### config.mk
export PLATFORM = sky130hd
export DESIGN_NAME = lock_table_with_wait_queues
export DESIGN_NICKNAME = d
export VERILOG_FILES = /design/src/lckq_pkg.sv /design/src/lckq_dpath.sv /design/src/lckq_ctrl.sv /design/src/lock_table_with_wait_queues.sv
export SDC_FILE = /design/constraint.sdc
export NUM_CORES = 2
export LEC_CHECK = 0
export ABC_AREA = 1
export BUFFER_PORTS_ARGS = -buffer_cell sky130_fd_sc_hd__buf_4
export CAP_MARGIN = 25
export CORE_ASPECT_RATIO = 0.75
export CORE_MARGIN = 2
export CORE_UTILIZATION = 29
export DETAILED_ROUTE_END_ITERATION = 10
export PLACE_DENSITY = 0.42
export RECOVER_POWER = 25
export SETUP_SLACK_MARGIN = 0.02
export SLEW_MARGIN = 20
export SYNTH_ARGS = -nofsm -noshare
export SYNTH_HDL_FRONTEND = slang
export SYNTH_SLANG_ARGS = --single-unit
### constraint.sdc
create_clock -name aclk -period 7 [get_ports aclk]
set_input_delay 1.4 -clock aclk [delete_from_list [all_inputs] [get_ports aclk]]
set_output_delay 1.4 -clock aclk [all_outputs]
set_load 0.03 [all_outputs]
### src/lckq_pkg.sv
// ----------------------------------------------------------------------------
// lckq_pkg
// Shared codes and controller/datapath interface types for the lock table.
// ----------------------------------------------------------------------------
package lckq_pkg;

    localparam logic [1:0] KIND_REPLY  = 2'd0;
    localparam logic [1:0] KIND_REVOKE = 2'd1;
    localparam logic [1:0] KIND_RETRY  = 2'd2;

    localparam logic [1:0] ST_OK        = 2'd0;
    localparam logic [1:0] ST_RETRY     = 2'd1;
    localparam logic [1:0] ST_NOT_OWNER = 2'd2;
    localparam logic [1:0] ST_FULL      = 2'd3;

    localparam logic REQ_RELEASE = 1'b1;

    typedef struct packed {
        logic       accept;
        logic       scan_start;
        logic       scan_run;
        logic       claim;
        logic       set_held;
        logic       clr_held;
        logic       q_start;
        logic       q_run;
        logic       enqueue;
        logic       pop;
        logic       load_owner;
        logic       emit;
        logic [1:0] emit_kind;
        logic [1:0] emit_status;
        logic       emit_to_owner;
        logic       emit_last;
    } cmd_t;

    typedef struct packed {
        logic in_bad;
        logic req_rel;
        logic scan_done;
        logic hit;
        logic hit_held;
        logic free_found;
        logic owner_match;
        logic count_zero;
        logic count_full;
        logic q_done;
        logic waiting;
        logic pop_more;
        logic out_free;
    } sts_t;

endpackage

### src/lckq_dpath.sv
// ----------------------------------------------------------------------------
// lckq_dpath
// Lock table, wait queue memory, search pipelines and result register.
// ----------------------------------------------------------------------------
module lckq_dpath #(
    parameter int LOCK_ENTRIES = 16,
    parameter int CLIENT_COUNT = 16,
    parameter int QUEUE_DEPTH  = 16
) (
    input  logic               aclk,
    input  logic               aresetn,
    input  logic               s_req_type,
    input  logic [63:0]        s_lock_id,
    input  logic [3:0]         s_client_id,
    output logic               m_valid,
    input  logic               m_ready,
    output logic [1:0]         m_kind,
    output logic [1:0]         m_reply_status,
    output logic [3:0]         m_target_client,
    output logic [63:0]        m_target_lock,
    output logic               m_last,
    input  lckq_pkg::cmd_t     cmd,
    output lckq_pkg::sts_t     sts
);

    localparam int EW = (LOCK_ENTRIES > 1) ? $clog2(LOCK_ENTRIES) : 1;
    localparam int QW = (QUEUE_DEPTH > 1) ? $clog2(QUEUE_DEPTH) : 1;
    localparam int CW = $clog2(QUEUE_DEPTH + 1);
    localparam int SW = CW + 1;
    localparam int AW = $clog2(LOCK_ENTRIES * QUEUE_DEPTH);

    // request
    logic        req_rel_reg;
    logic [63:0] req_lock_reg;
    logic [3:0]  req_client_reg;

    // table
    logic              valid_reg [LOCK_ENTRIES];
    logic              held_reg  [LOCK_ENTRIES];
    logic [63:0]       lock_mem  [LOCK_ENTRIES];
    logic [3:0]        owner_mem [LOCK_ENTRIES];
    logic [QW-1:0]     head_mem  [LOCK_ENTRIES];
    logic [CW-1:0]     count_mem [LOCK_ENTRIES];
    logic [3:0]        fifo_mem  [LOCK_ENTRIES * QUEUE_DEPTH];

    // table scan
    logic [EW:0]   scan_idx_reg;
    logic          cmp_vld_reg;
    logic [EW-1:0] cmp_idx_reg;
    logic [63:0]   lock_rd_reg;
    logic          hit_reg;
    logic [EW-1:0] hit_idx_reg;
    logic          free_vld_reg;
    logic [EW-1:0] free_idx_reg;
    logic          scan_issue;

    // entry read
    logic [3:0]    owner_rd_reg;
    logic [QW-1:0] head_rd_reg;
    logic [CW-1:0] count_rd_reg;
    logic [3:0]    tgt_owner_reg;

    // queue scan
    logic [CW-1:0] qi_reg;
    logic          qpend_reg;
    logic          waiting_reg;
    logic [3:0]    fifo_rd_reg;
    logic          q_issue;

    logic [EW-1:0] wr_idx;
    logic [AW-1:0] base_addr;
    logic [AW-1:0] fifo_raddr;
    logic [AW-1:0] fifo_waddr;

    // result register
    logic          m_valid_reg;
    logic [1:0]    m_kind_reg;
    logic [1:0]    m_status_reg;
    logic [3:0]    m_client_reg;
    logic [63:0]   m_lock_reg;
    logic          m_last_reg;

    function automatic logic [QW-1:0] wrap_slot(input logic [QW-1:0] head,
                                                input logic [CW-1:0] off);
        logic [SW-1:0] s;
        s = SW'(head) + SW'(off);
        if (s >= SW'(QUEUE_DEPTH)) begin
            s = s - SW'(QUEUE_DEPTH);
        end
        return s[QW-1:0];
    endfunction

    assign scan_issue = cmd.scan_run && (scan_idx_reg < (EW+1)'(LOCK_ENTRIES));
    assign q_issue    = cmd.q_run && (qi_reg < count_rd_reg);
    assign wr_idx     = cmd.claim ? free_idx_reg : hit_idx_reg;
    assign base_addr  = AW'(hit_idx_reg) * AW'(QUEUE_DEPTH);
    assign fifo_raddr = base_addr + AW'(wrap_slot(head_rd_reg, qi_reg));
    assign fifo_waddr = base_addr + AW'(wrap_slot(head_rd_reg, count_rd_reg));

    // request capture
    always_ff @(posedge aclk) begin
        if (cmd.accept) begin
            req_rel_reg    <= s_req_type;
            req_lock_reg   <= s_lock_id;
            req_client_reg <= s_client_id;
        end
    end

    // valid and held flags
    always_ff @(posedge aclk) begin
        if (!aresetn) begin
            for (int i = 0; i < LOCK_ENTRIES; i++) begin
                valid_reg[i] <= 1'b0;
                held_reg[i]  <= 1'b0;
            end
        end else begin
            if (cmd.claim) begin
                valid_reg[free_idx_reg] <= 1'b1;
                held_reg[free_idx_reg]  <= 1'b1;
            end
            if (cmd.set_held) begin
                held_reg[hit_idx_reg] <= 1'b1;
            end
            if (cmd.clr_held) begin
                held_reg[hit_idx_reg] <= 1'b0;
            end
        end
    end

    // lock id memory
    always_ff @(posedge aclk) begin
        if (cmd.claim) begin
            lock_mem[free_idx_reg] <= req_lock_reg;
        end
        lock_rd_reg <= lock_mem[scan_idx_reg[EW-1:0]];
    end

    // per-entry owner / head / count memories
    always_ff @(posedge aclk) begin
        if (cmd.claim || cmd.set_held) begin
            owner_mem[wr_idx] <= req_client_reg;
        end else if (cmd.pop) begin
            owner_mem[wr_idx] <= fifo_rd_reg;
        end
        if (cmd.claim) begin
            head_mem[wr_idx] <= '0;
        end else if (cmd.pop) begin
            head_mem[wr_idx] <= wrap_slot(head_rd_reg, CW'(1));
        end
        if (cmd.claim) begin
            count_mem[wr_idx] <= '0;
        end else if (cmd.enqueue) begin
            count_mem[wr_idx] <= count_rd_reg + CW'(1);
        end else if (cmd.pop) begin
            count_mem[wr_idx] <= count_rd_reg - CW'(1);
        end
        owner_rd_reg <= owner_mem[hit_idx_reg];
        head_rd_reg  <= head_mem[hit_idx_reg];
        count_rd_reg <= count_mem[hit_idx_reg];
    end

    // wait queue memory
    always_ff @(posedge aclk) begin
        if (cmd.enqueue) begin
            fifo_mem[fifo_waddr] <= req_client_reg;
        end
        fifo_rd_reg <= fifo_mem[fifo_raddr];
    end

    // table scan: read one entry a cycle, compare it in the cycle after
    always_ff @(posedge aclk) begin
        if (!aresetn) begin
            scan_idx_reg <= '0;
            cmp_vld_reg  <= 1'b0;
            hit_reg      <= 1'b0;
            free_vld_reg <= 1'b0;
        end else if (cmd.scan_start) begin
            scan_idx_reg <= '0;
            cmp_vld_reg  <= 1'b0;
            hit_reg      <= 1'b0;
            free_vld_reg <= 1'b0;
        end else if (cmd.scan_run) begin
            cmp_vld_reg <= scan_issue;
            if (scan_issue) begin
                scan_idx_reg <= scan_idx_reg + (EW+1)'(1);
            end
            if (cmp_vld_reg) begin
                if (valid_reg[cmp_idx_reg]) begin
                    if (!hit_reg && lock_rd_reg == req_lock_reg) begin
                        hit_reg <= 1'b1;
                    end
                end else if (!free_vld_reg) begin
                    free_vld_reg <= 1'b1;
                end
            end
        end
    end

    always_ff @(posedge aclk) begin
        if (scan_issue) begin
            cmp_idx_reg <= scan_idx_reg[EW-1:0];
        end
        if (cmd.scan_run && cmp_vld_reg) begin
            if (valid_reg[cmp_idx_reg]) begin
                if (!hit_reg && lock_rd_reg == req_lock_reg) begin
                    hit_idx_reg <= cmp_idx_reg;
                end
            end else if (!free_vld_reg) begin
                free_idx_reg <= cmp_idx_reg;
            end
        end
    end

    // wait queue scan
    always_ff @(posedge aclk) begin
        if (!aresetn) begin
            qi_reg      <= '0;
            qpend_reg   <= 1'b0;
            waiting_reg <= 1'b0;
        end else if (cmd.q_start) begin
            qi_reg      <= '0;
            qpend_reg   <= 1'b0;
            waiting_reg <= 1'b0;
        end else if (cmd.q_run) begin
            qpend_reg <= q_issue;
            if (q_issue) begin
                qi_reg <= qi_reg + CW'(1);
            end
            if (qpend_reg && fifo_rd_reg == req_client_reg) begin
                waiting_reg <= 1'b1;
            end
        end
    end

    always_ff @(posedge aclk) begin
        if (cmd.load_owner) begin
            tgt_owner_reg <= owner_rd_reg;
        end else if (cmd.pop) begin
            tgt_owner_reg <= fifo_rd_reg;
        end
    end

    // result register
    always_ff @(posedge aclk) begin
        if (!aresetn) begin
            m_valid_reg <= 1'b0;
        end else if (cmd.emit) begin
            m_valid_reg <= 1'b1;
        end else if (m_ready) begin
            m_valid_reg <= 1'b0;
        end
    end

    always_ff @(posedge aclk) begin
        if (cmd.emit) begin
            m_kind_reg   <= cmd.emit_kind;
            m_status_reg <= cmd.emit_status;
            m_client_reg <= cmd.emit_to_owner ? tgt_owner_reg : req_client_reg;
            m_lock_reg   <= req_lock_reg;
            m_last_reg   <= cmd.emit_last;
        end
    end

    assign m_valid         = m_valid_reg;
    assign m_kind          = m_kind_reg;
    assign m_reply_status  = m_status_reg;
    assign m_target_client = m_client_reg;
    assign m_target_lock   = m_lock_reg;
    assign m_last          = m_last_reg;

    assign sts.in_bad      = (32'(s_client_id) >= 32'(CLIENT_COUNT));
    assign sts.req_rel     = (req_rel_reg == lckq_pkg::REQ_RELEASE);
    assign sts.scan_done   = hit_reg ||
                             (scan_idx_reg == (EW+1)'(LOCK_ENTRIES) && !cmp_vld_reg);
    assign sts.hit         = hit_reg;
    assign sts.hit_held    = held_reg[hit_idx_reg];
    assign sts.free_found  = free_vld_reg;
    assign sts.owner_match = (owner_rd_reg == req_client_reg);
    assign sts.count_zero  = (count_rd_reg == '0);
    assign sts.count_full  = (count_rd_reg == CW'(QUEUE_DEPTH));
    assign sts.q_done      = (qi_reg == count_rd_reg) && !qpend_reg;
    assign sts.waiting     = waiting_reg;
    assign sts.pop_more    = (count_rd_reg > CW'(1));
    assign sts.out_free    = !m_valid_reg || m_ready;

    a_claim_free: assert property (@(posedge aclk) disable iff (!aresetn)
        cmd.claim |-> free_vld_reg && !hit_reg)
        else $error("claim without a free entry");

    a_enq_room: assert property (@(posedge aclk) disable iff (!aresetn)
        cmd.enqueue |-> count_rd_reg < CW'(QUEUE_DEPTH) && !waiting_reg)
        else $error("enqueue into full queue or duplicate");

    a_pop_nonempty: assert property (@(posedge aclk) disable iff (!aresetn)
        cmd.pop |-> count_rd_reg != '0 && held_reg[hit_idx_reg])
        else $error("pop of empty queue");

    a_emit_room: assert property (@(posedge aclk) disable iff (!aresetn)
        cmd.emit |-> !m_valid_reg || m_ready)
        else $error("result register overwritten");

endmodule

### src/lckq_ctrl.sv
// ----------------------------------------------------------------------------
// lckq_ctrl
// Request sequencer: search, decide, update and issue result transfers.
// ----------------------------------------------------------------------------
module lckq_ctrl (
    input  logic           aclk,
    input  logic           aresetn,
    input  logic           s_valid,
    output logic           s_ready,
    input  lckq_pkg::sts_t sts,
    output lckq_pkg::cmd_t cmd
);

    localparam logic [3:0] S_IDLE     = 4'd0;
    localparam logic [3:0] S_SCAN     = 4'd1;
    localparam logic [3:0] S_RDE      = 4'd2;
    localparam logic [3:0] S_EVAL     = 4'd3;
    localparam logic [3:0] S_QSCAN    = 4'd4;
    localparam logic [3:0] S_POPW     = 4'd5;
    localparam logic [3:0] S_POP      = 4'd6;
    localparam logic [3:0] S_E_RETRY  = 4'd7;
    localparam logic [3:0] S_E_REVOKE = 4'd8;
    localparam logic [3:0] S_E_REPLY  = 4'd9;

    logic [3:0] state_reg, state_next;
    logic [1:0] st_reg, st_next;
    logic       more_reg, more_next;

    always_ff @(posedge aclk) begin
        if (!aresetn) begin
            state_reg <= S_IDLE;
            st_reg    <= lckq_pkg::ST_OK;
            more_reg  <= 1'b0;
        end else begin
            state_reg <= state_next;
            st_reg    <= st_next;
            more_reg  <= more_next;
        end
    end

    assign s_ready = (state_reg == S_IDLE);

    always_comb begin
        state_next = state_reg;
        st_next    = st_reg;
        more_next  = more_reg;
        cmd        = '0;
        case (state_reg)
            S_IDLE: begin
                if (s_valid) begin
                    cmd.accept = 1'b1;
                    if (sts.in_bad) begin
                        st_next    = lckq_pkg::ST_NOT_OWNER;
                        state_next = S_E_REPLY;
                    end else begin
                        cmd.scan_start = 1'b1;
                        state_next     = S_SCAN;
                    end
                end
            end
            S_SCAN: begin
                cmd.scan_run = 1'b1;
                if (sts.scan_done) begin
                    if (sts.req_rel) begin
                        if (!sts.hit || !sts.hit_held) begin
                            st_next    = lckq_pkg::ST_OK;
                            state_next = S_E_REPLY;
                        end else begin
                            state_next = S_RDE;
                        end
                    end else if (!sts.hit) begin
                        if (sts.free_found) begin
                            cmd.claim = 1'b1;
                            st_next   = lckq_pkg::ST_OK;
                        end else begin
                            st_next = lckq_pkg::ST_FULL;
                        end
                        state_next = S_E_REPLY;
                    end else if (!sts.hit_held) begin
                        cmd.set_held = 1'b1;
                        st_next      = lckq_pkg::ST_OK;
                        state_next   = S_E_REPLY;
                    end else begin
                        state_next = S_RDE;
                    end
                end
            end
            S_RDE: begin
                state_next = S_EVAL;
            end
            S_EVAL: begin
                cmd.load_owner = 1'b1;
                if (sts.req_rel) begin
                    if (!sts.owner_match) begin
                        st_next    = lckq_pkg::ST_NOT_OWNER;
                        state_next = S_E_REPLY;
                    end else if (sts.count_zero) begin
                        cmd.clr_held = 1'b1;
                        st_next      = lckq_pkg::ST_OK;
                        state_next   = S_E_REPLY;
                    end else begin
                        cmd.q_start = 1'b1;
                        state_next  = S_POPW;
                    end
                end else begin
                    cmd.q_start = 1'b1;
                    state_next  = S_QSCAN;
                end
            end
            S_QSCAN: begin
                cmd.q_run = 1'b1;
                if (sts.q_done) begin
                    if (!sts.waiting && sts.count_full) begin
                        st_next    = lckq_pkg::ST_FULL;
                        state_next = S_E_REPLY;
                    end else begin
                        cmd.enqueue = !sts.waiting;
                        st_next     = lckq_pkg::ST_RETRY;
                        state_next  = S_E_REVOKE;
                    end
                end
            end
            S_POPW: begin
                state_next = S_POP;
            end
            S_POP: begin
                cmd.pop    = 1'b1;
                more_next  = sts.pop_more;
                st_next    = lckq_pkg::ST_OK;
                state_next = S_E_RETRY;
            end
            S_E_RETRY: begin
                if (sts.out_free) begin
                    cmd.emit          = 1'b1;
                    cmd.emit_kind     = lckq_pkg::KIND_RETRY;
                    cmd.emit_status   = lckq_pkg::ST_OK;
                    cmd.emit_to_owner = 1'b1;
                    state_next        = more_reg ? S_E_REVOKE : S_E_REPLY;
                end
            end
            S_E_REVOKE: begin
                if (sts.out_free) begin
                    cmd.emit          = 1'b1;
                    cmd.emit_kind     = lckq_pkg::KIND_REVOKE;
                    cmd.emit_status   = lckq_pkg::ST_OK;
                    cmd.emit_to_owner = 1'b1;
                    state_next        = S_E_REPLY;
                end
            end
            S_E_REPLY: begin
                if (sts.out_free) begin
                    cmd.emit        = 1'b1;
                    cmd.emit_kind   = lckq_pkg::KIND_REPLY;
                    cmd.emit_status = st_reg;
                    cmd.emit_last   = 1'b1;
                    state_next      = S_IDLE;
                end
            end
            default: begin
                state_next = S_IDLE;
            end
        endcase
    end

endmodule

### src/lock_table_with_wait_queues.sv
// ----------------------------------------------------------------------------
// lock_table_with_wait_queues
// Lock server: grant, queue, revoke and hand-over of locks for many clients.
// ----------------------------------------------------------------------------
// Usage:
//   s_* channel takes one acquire/release request per transfer (lock id,
//   client). m_* channel returns 1 to 3 result transfers per request: revoke
//   and retry messages first, then the reply to the requester with m_last=1.
//   Requests are handled one at a time. The lock table is searched one
//   entry per cycle (two-stage read/compare on the id memory), then an
//   acquire of a held lock walks the wait queue one slot per cycle.
//   Result transfers go out back to back while m_ready is high. The result
//   register is free to hold the final reply while the next request is
//   accepted; a stall on m_ready holds the sequencer at the next result.
//   Reset (aresetn low, synchronous) clears valid/held flags, the
//   sequencer and the result register; no clearing pass is needed.
// ----------------------------------------------------------------------------
module lock_table_with_wait_queues #(
    parameter int LOCK_ENTRIES = 16,
    parameter int CLIENT_COUNT = 16,
    parameter int QUEUE_DEPTH  = 16
) (
    input  logic        aclk,
    input  logic        aresetn,
    input  logic        s_valid,
    output logic        s_ready,
    input  logic        s_req_type,
    input  logic [63:0] s_lock_id,
    input  logic [3:0]  s_client_id,
    output logic        m_valid,
    input  logic        m_ready,
    output logic [1:0]  m_kind,
    output logic [1:0]  m_reply_status,
    output logic [3:0]  m_target_client,
    output logic [63:0] m_target_lock,
    output logic        m_last
);

    lckq_pkg::cmd_t cmd;
    lckq_pkg::sts_t sts;

    // sequencer: owns all decisions, no payload
    lckq_ctrl u_ctrl (
        .aclk    (aclk),
        .aresetn (aresetn),
        .s_valid (s_valid),
        .s_ready (s_ready),
        .sts     (sts),
        .cmd     (cmd)
    );

    // table, queues, search pipelines and result register
    lckq_dpath #(
        .LOCK_ENTRIES (LOCK_ENTRIES),
        .CLIENT_COUNT (CLIENT_COUNT),
        .QUEUE_DEPTH  (QUEUE_DEPTH)
    ) u_dpath (
        .aclk            (aclk),
        .aresetn         (aresetn),
        .s_req_type      (s_req_type),
        .s_lock_id       (s_lock_id),
        .s_client_id     (s_client_id),
        .m_valid         (m_valid),
        .m_ready         (m_ready),
        .m_kind          (m_kind),
        .m_reply_status  (m_reply_status),
        .m_target_client (m_target_client),
        .m_target_lock   (m_target_lock),
        .m_last          (m_last),
        .cmd             (cmd),
        .sts             (sts)
    );

endmodule

# Word level (Yosys, flattened, before mapping)
# Memory sizes are Yosys's and may differ from the RTL's. A register that Yosys moved wholly into a read port is not among the register bits.
# Index checks and enable logic that the tools add are counted.
[classes]
addsub = 12
magnitude_cmp = 6
eq_ne = 25
mux = 106
bitwise_logic = 8
n_reduce_logical = 37
[op_table]
columns = ["cell", "count"]
rows = [
  ["2-to-1 mux 4 bit", 29],
  ["equality test 64 bit", 1],
  ["2-to-1 mux 1 bit", 49],
  ["one-hot mux 4 bit (10 select lines)", 1],
  ["2-to-1 mux 2 bit", 18],
  ["adder 8 x 4 -> 8 bit", 2],
  ["equality test 4 x 3 -> 1 bit (second input constant)", 4],
  ["adder 5 x 1 -> 5 bit (second input constant)", 3],
  ["2-to-1 mux 5 bit", 3],
  ["one-hot mux 5 bit (3 select lines)", 1],
  ["adder 4 x 5 -> 6 bit", 2],
  [">= comparator 6 x 5 -> 1 bit (second input constant)", 2],
  ["2-to-1 mux 6 bit", 2],
  ["!= test 2 bit (second input constant)", 6],
  ["subtractor 4 x 1 -> 4 bit (second input constant)", 3],
  ["equality test 5 bit (second input constant)", 2],
  ["AND reduction 3 bit", 3],
  ["equality test 4 x 2 -> 1 bit (second input constant)", 2],
  ["equality test 4 bit", 2],
  ["equality test 4 bit (second input constant)", 2],
  ["logical AND 1 bit", 8],
  ["one-hot mux 2 bit (4 select lines)", 1],
  ["AND reduction 7 bit", 1],
  ["zero test 1 bit", 6],
  ["25 further kinds", 41],
]
[totals]
regBits = 181
ram_bits = 2288
in_bits = 73
out_inout_bits = 75
wordCells = 224
mem_count = 7
[memory_table]
columns = ["memory", "words", "word_bits", "read_ports", "rd_clocked_by_memory_dff", "write_ports", "line", "source"]
rows = [
  ["u_dpath.fifo_mem", 256, 4, 1, 1, 1, "lckq_dpath.sv:44", "logic [3:0] fifo_mem [LOCK_ENTRIES * QUEUE_DEPTH];"],
  ["u_dpath.lock_mem", 16, 64, 1, 1, 1, "lckq_dpath.sv:40", "logic [63:0] lock_mem [LOCK_ENTRIES];"],
  ["u_dpath.count_mem", 16, 5, 1, 1, 1, "lckq_dpath.sv:43", "logic [CW-1:0] count_mem [LOCK_ENTRIES];"],
  ["u_dpath.head_mem", 16, 4, 1, 1, 1, "lckq_dpath.sv:42", "logic [QW-1:0] head_mem [LOCK_ENTRIES];"],
  ["u_dpath.owner_mem", 16, 4, 1, 1, 1, "lckq_dpath.sv:41", "logic [3:0] owner_mem [LOCK_ENTRIES];"],
  ["u_dpath.held_reg", 16, 1, 1, 1, 16, "lckq_dpath.sv:39", "logic held_reg [LOCK_ENTRIES];"],
  ["+1 memories", "--", "--", "--", "--", "--", "--", ""],
]

# Depth between registers and ports, before layout
[logic_depth]
depth_word = 11
mapped_depth = 18

# Hierarchy
# From an unflattened synthesis, not the netlist that was laid out.
[unflattened]
hier_cells = 8589
hier_area_um2 = 102519.6
[by_module_without_submodules]
columns = ["mod", "instances", "cells_per_inst", "area_each_um2", "seq_area_each_um2"]
rows = [
  ["lckq_dpath", 1, 8456, 101807.6, 75232.2],
  ["lckq_ctrl", 1, 133, 711.9, 140.1],
]

# Least setup slack after synthesis
# OpenSTA, ideal clock, no wires.
[synth_path]
path_kind = "register to register"
start = "register u_dpath.scan_idx_reg[0]"
end = "memory u_dpath.lock_mem[10][0], enable pin"
setup_ns = 0.488
t_arrival_ns = 4.648
t_required_ns = 6.512
path_slack_ns = 1.865
path_stages_with_launch = 12
path_buffers = 3
synth_period_minus_slack_ns = 5.135
path_cell_list = "dfxtp_1 > clkbuf_1 > inv_2 > clkbuf_1 > buf_1 > ha_1 > nand3_1 > nor2_1 > nand2_1 > nor2_1 > nand2_1 > nor2_1"
[synth_between]
elab_chain_len = 7
[synth_lines]
columns = ["element", "line", "source"]
rows = [
  ["start, declared", "lckq_dpath.sv:47", "logic [EW:0] scan_idx_reg;"],
  ["start signal, assigned", "lckq_dpath.sv:185", "scan_idx_reg <= scan_idx_reg + (EW+1)'(1);"],
  ["equality test 5 bit", "lckq_dpath.sv:274", "(scan_idx_reg == (EW+1)'(LOCK_ENTRIES) && !cmp_vld_reg);"],
  ["logical AND 1 bit", "lckq_dpath.sv:274", ""],
  ["logical OR 1 bit", "lckq_dpath.sv:273", "assign sts.scan_done = hit_reg ||"],
  ["2-to-1 mux 2 bit", "lckq_ctrl.sv:63", "if (sts.scan_done) begin"],
  ["2-to-1 mux 3 bit", "lckq_ctrl.sv:48", "case (state_reg)"],
  ["2-to-1 mux 1 bit", "lckq_dpath.sv:132", "if (cmd.claim) begin"],
  ["2-to-1 mux 1 bit (implied by the code)", "lckq_dpath.sv:133", "lock_mem[free_idx_reg] <= req_lock_reg;"],
  ["end, declared", "lckq_dpath.sv:40", ""],
]
# Every way passes these cells.

==> metrics.log <==
INFO  metric synth_async_sr_flop_share = 0%
INFO  metric overflow = 0
INFO  metric crit_path_frequent_cell = nand2_1
INFO  metric floorplan.core_area = 347,000 um^2
INFO  metric worst_slack = 2.01 ns
INFO  metric final_max_slew_viol_count = 192
INFO  metric hold_path_class = flop to flop
INFO  metric synthDistinctLibCells = 54
INFO  metric final_period_utilization = 71.3%
INFO  metric cp-start-kind = flop
INFO  metric critical_path.max_fanout = 49
INFO  metric endpoint_kind = flop
INFO  metric cp_num_buf_inv = 2
INFO  metric yosys-top-cells-count = edfxtp_1, nor2_1, o21ai_0
INFO  metric number_of_sinks_driven_by_the_clock_tree = 2,558
INFO  metric place_congestion = 0.921
INFO  metric reg_top3 = u_dpath.fifo_mem x1024, u_dpath.lock_mem x1024, u_dpath.count_mem x80
INFO  metric timing.slew.headroom = -129%
INFO  metric fp.dieH = 515 um
INFO  metric num-nets-final = 8,305
INFO  metric cap_violations = 3
INFO  metric die_w = 686 um
INFO  metric tightestPinTransition = 3.44 ns
INFO  metric cts-root-to-sink-buffers = 4
INFO  metric cts_htree_levels = 5
INFO  metric syn-num-nets = 8,188
INFO  metric crit_path_end = u_dpath.held_reg[12]
INFO  metric synth.top_cell.area_share = 71.7%
INFO  metric status = finished, violations left
INFO  metric synth-warning-count = 0
INFO  metric clk-insertion-delay-late = 0.87 ns
INFO  metric cts-root-buf = clkbuf_16
INFO  metric worst_ir_drop_vdd = 182 uV
INFO  metric first_iter_violations = 6,840
INFO  metric total_die_area = 353,000 um^2
INFO  metric global_route_wire_length_before_repair = 459,000 um
INFO  metric tritoncts = built
INFO  metric leakage = 38.3 nW
INFO  metric hold_viol = 0
INFO  metric timing.critical_path.cells = clkbuf_1 -> xor2_1 -> nor2_1 -> nand2_1 -> nor3_1 -> nand3_2 -> nand2_2 -> nand2_1 -> nand2_1 -> nand2_2 -> inv_2 -> nand3_1 -> nand2_1 -> nand2_1
INFO  metric postSynthAreaPerCell = 12.5 um^2
INFO  metric timing_worst_setup_path_type = flop to flop
INFO  metric setup_repair_after_global_routing_missed_its_margin = no
INFO  metric synth.cell_area = 101,000 um^2
INFO  metric worst-path-stages = 14
INFO  metric crit-reg2reg-launch = u_dpath.req_client_reg[3]
INFO  metric cts_hold_buf = 0
INFO  metric violated_checks = capacitance limit, slew limit
INFO  metric wl_per_cell = 24.4 um
INFO  metric postRouteAntennaNets = 0
INFO  metric rows = 187
INFO  metric clock_skew = 0.0745 ns
INFO  metric setup_viol = 0
INFO  metric first_global_vias = 63,700
INFO  metric track_usage = 17.5%
INFO  metric most_used_flip_flop_cell_after_synthesis = edfxtp_1
INFO  metric cts_resized = 0
INFO  metric drc = 0
INFO  metric viasPerCell = 4.99
INFO  metric design.portCount = 148
INFO  metric timing.reg2reg.worst_path_depth = 14
INFO  metric setup.worst_path.start = u_dpath.req_client_reg[3]
INFO  metric syn-instance-count = 8,094
INFO  metric port_buffers = 147
INFO  metric layout_min_cycle_time = 4.99 ns
INFO  metric cts_setup_buffers = 0
INFO  metric drt_pre_antenna_iters = 5
INFO  metric critical_path_at = 5.72 ns
INFO  metric post_route_cells_drive_above_1_share = 9.33%
INFO  metric synth_most_common_cell = edfxtp_1
INFO  metric path_delay_family = buffers and inverters
INFO  metric crit_path_max_incr_delay = 2.12 ns
INFO  metric yosysTopAreaCell = edfxtp_1
INFO  metric final.setup.tns = 0 ns
INFO  metric max_freq = 200 MHz
INFO  metric detailroute.via_count = 65,200
INFO  metric synth.yosys.seq_area_share = 74.5%
INFO  metric synth_area_leaders = edfxtp_1, nor2_1, o21ai_0
INFO  metric initial_core_util = 29.2%
INFO  metric cts_made_buffers = 284
INFO  metric grt_antenna_before_repair = 25
INFO  metric synth-edff-count = 2,414
INFO  metric cts.clk_slew.worst_paths = 0.06 ns
INFO  metric preCtsSetupSlack = 2.34 ns
INFO  metric num-fill-cells = 34,000
INFO  metric grt_start_max_net_pins = 217
INFO  metric reg2reg_to = u_dpath.held_reg[12]
INFO  metric slowest_stage = clkbuf_1
INFO  metric power_density = 307 nW/um^2
INFO  metric cp.required = 7.73 ns
INFO  metric syn2layout_area_growth = 15.7%
INFO  metric wl = 319,000 um
INFO  metric ff2ff_setup_slack = 2.01 ns
INFO  metric dp_hpwl = 188,000 um
INFO  metric synth_seq_cells = 2,558
==> worst reg2reg max path, cell delays in order (launching register included) <==
cell	delay, ns
edfxtp_1	0.32
clkbuf_1	2.12
xor2_1	0.27
nor2_1	0.22
nand2_1	0.17
nor3_1	0.21
nand3_2	0.49
nand2_2	0.40
nand2_1	0.09
nand2_1	0.15
nand2_2	0.13
inv_2	0.10
nand3_1	0.08
nand2_1	0.08
nand2_1	0.05
==> placed cells by master, fill, tap and decap left out, types with 67 or more instances in the layout <==
cell       netlist  final
o211ai_1       129    129
nand4_1         89     89
o21ai_0       1103   1103
inv_1          343    341
clkbuf_16        0    296
a21oi_1         87     85
clkbuf_1       369    118
buf_4            7    179
nand2_1        725    724
nand3_1        136    136
a22oi_1        105    105
dfxtp_1        144    142
o22ai_1        421    421
clkbuf_4         0     67
edfxtp_1      2414   2414
nor2_1        1635   1610
==> where the power goes <==
group | switching, mW | internal, mW | total (mW)
sequential | 0.336 | 17.5 | 17.8
clock | 6.24 | 8.62 | 14.9
combinational | 2.46 | 0.765 | 3.22
==> layout make-up <==
type,count,area (um^2),area share (%)
flip-flops and latches,2558,75400,64.4
multi-input cells,4684,22600,19.4
clock buffers,383,7870,6.73
well taps,4630,5790,4.95
repair buffers,324,2680,2.29
inverters,359,1390,1.18
clock inverters,123,1190,1.02
diodes,10,25.0,0.0214
==> cells by family (layout without fill, tap and decap cells) <==
kind of cell,after synthesis,in the layout,synth area share [%]
AOI/OAI and AO/OA,1919,1919,10.7
other,0,10,0
and+or+nand+nor,2712,2712,10.9
buffers and inverters,852,1189,3.31
muxes,3,3,0.0322
DFF,2558,2558,74.5
adders and majority gates,21,21,0.275
xor gates and xnor gates,29,29,0.251
==> stage by stage <==
step	cell area (um^2)	hold WS, ns	cells	utilization, %	power, mW
final	117000	0.459	13100	33.8	35.9
after global routing	117000	0.467	13100	33.8	37.2
after CTS	117000	0.461	13100	33.8	36.3
after detailed placement	108000	0.447	12600	31.2	21.4
after global placement	108000	0.440	12500	31.1	21.3
after floorplan	101000	0.435	8094	-	19.8
==> worst min path at each step <==
| stage | startpoint | end | slack [ns] | depth (start not counted) |
|---|---|---|---|---|
| 6_report | u_dpath.valid_reg[6] | u_dpath.valid_reg[6] | 0.46 | 1 |
| 3_5_place_dp | u_dpath.req_lock_reg[6] | u_dpath.m_target_lock[6] | 0.45 | 0 |
| 2_1_floorplan | u_dpath.valid_reg[10] | u_dpath.valid_reg[10] | 0.44 | 1 |
| 5_1_grt | u_dpath.req_lock_reg[6] | u_dpath.m_target_lock[6] | 0.47 | 0 |
| 4_1_cts | u_dpath.valid_reg[6] | u_dpath.valid_reg[6] | 0.46 | 1 |
| 3_3_place_gp | u_dpath.req_lock_reg[6] | u_dpath.m_target_lock[6] | 0.44 | 0 |
==> layer usage <==
layer / wire length, um / up-vias / track usage (%)
met5: 12 / - / 0
met3: 23200 / 369 / 3.68
met1: 157000 / 33200 / 27.1
li1: - / 29600 / -
met2: 132000 / 2060 / 25.0
met4: 6400 / 2 / 3.78
No activity file was read; power rests on OpenSTA's default activity.
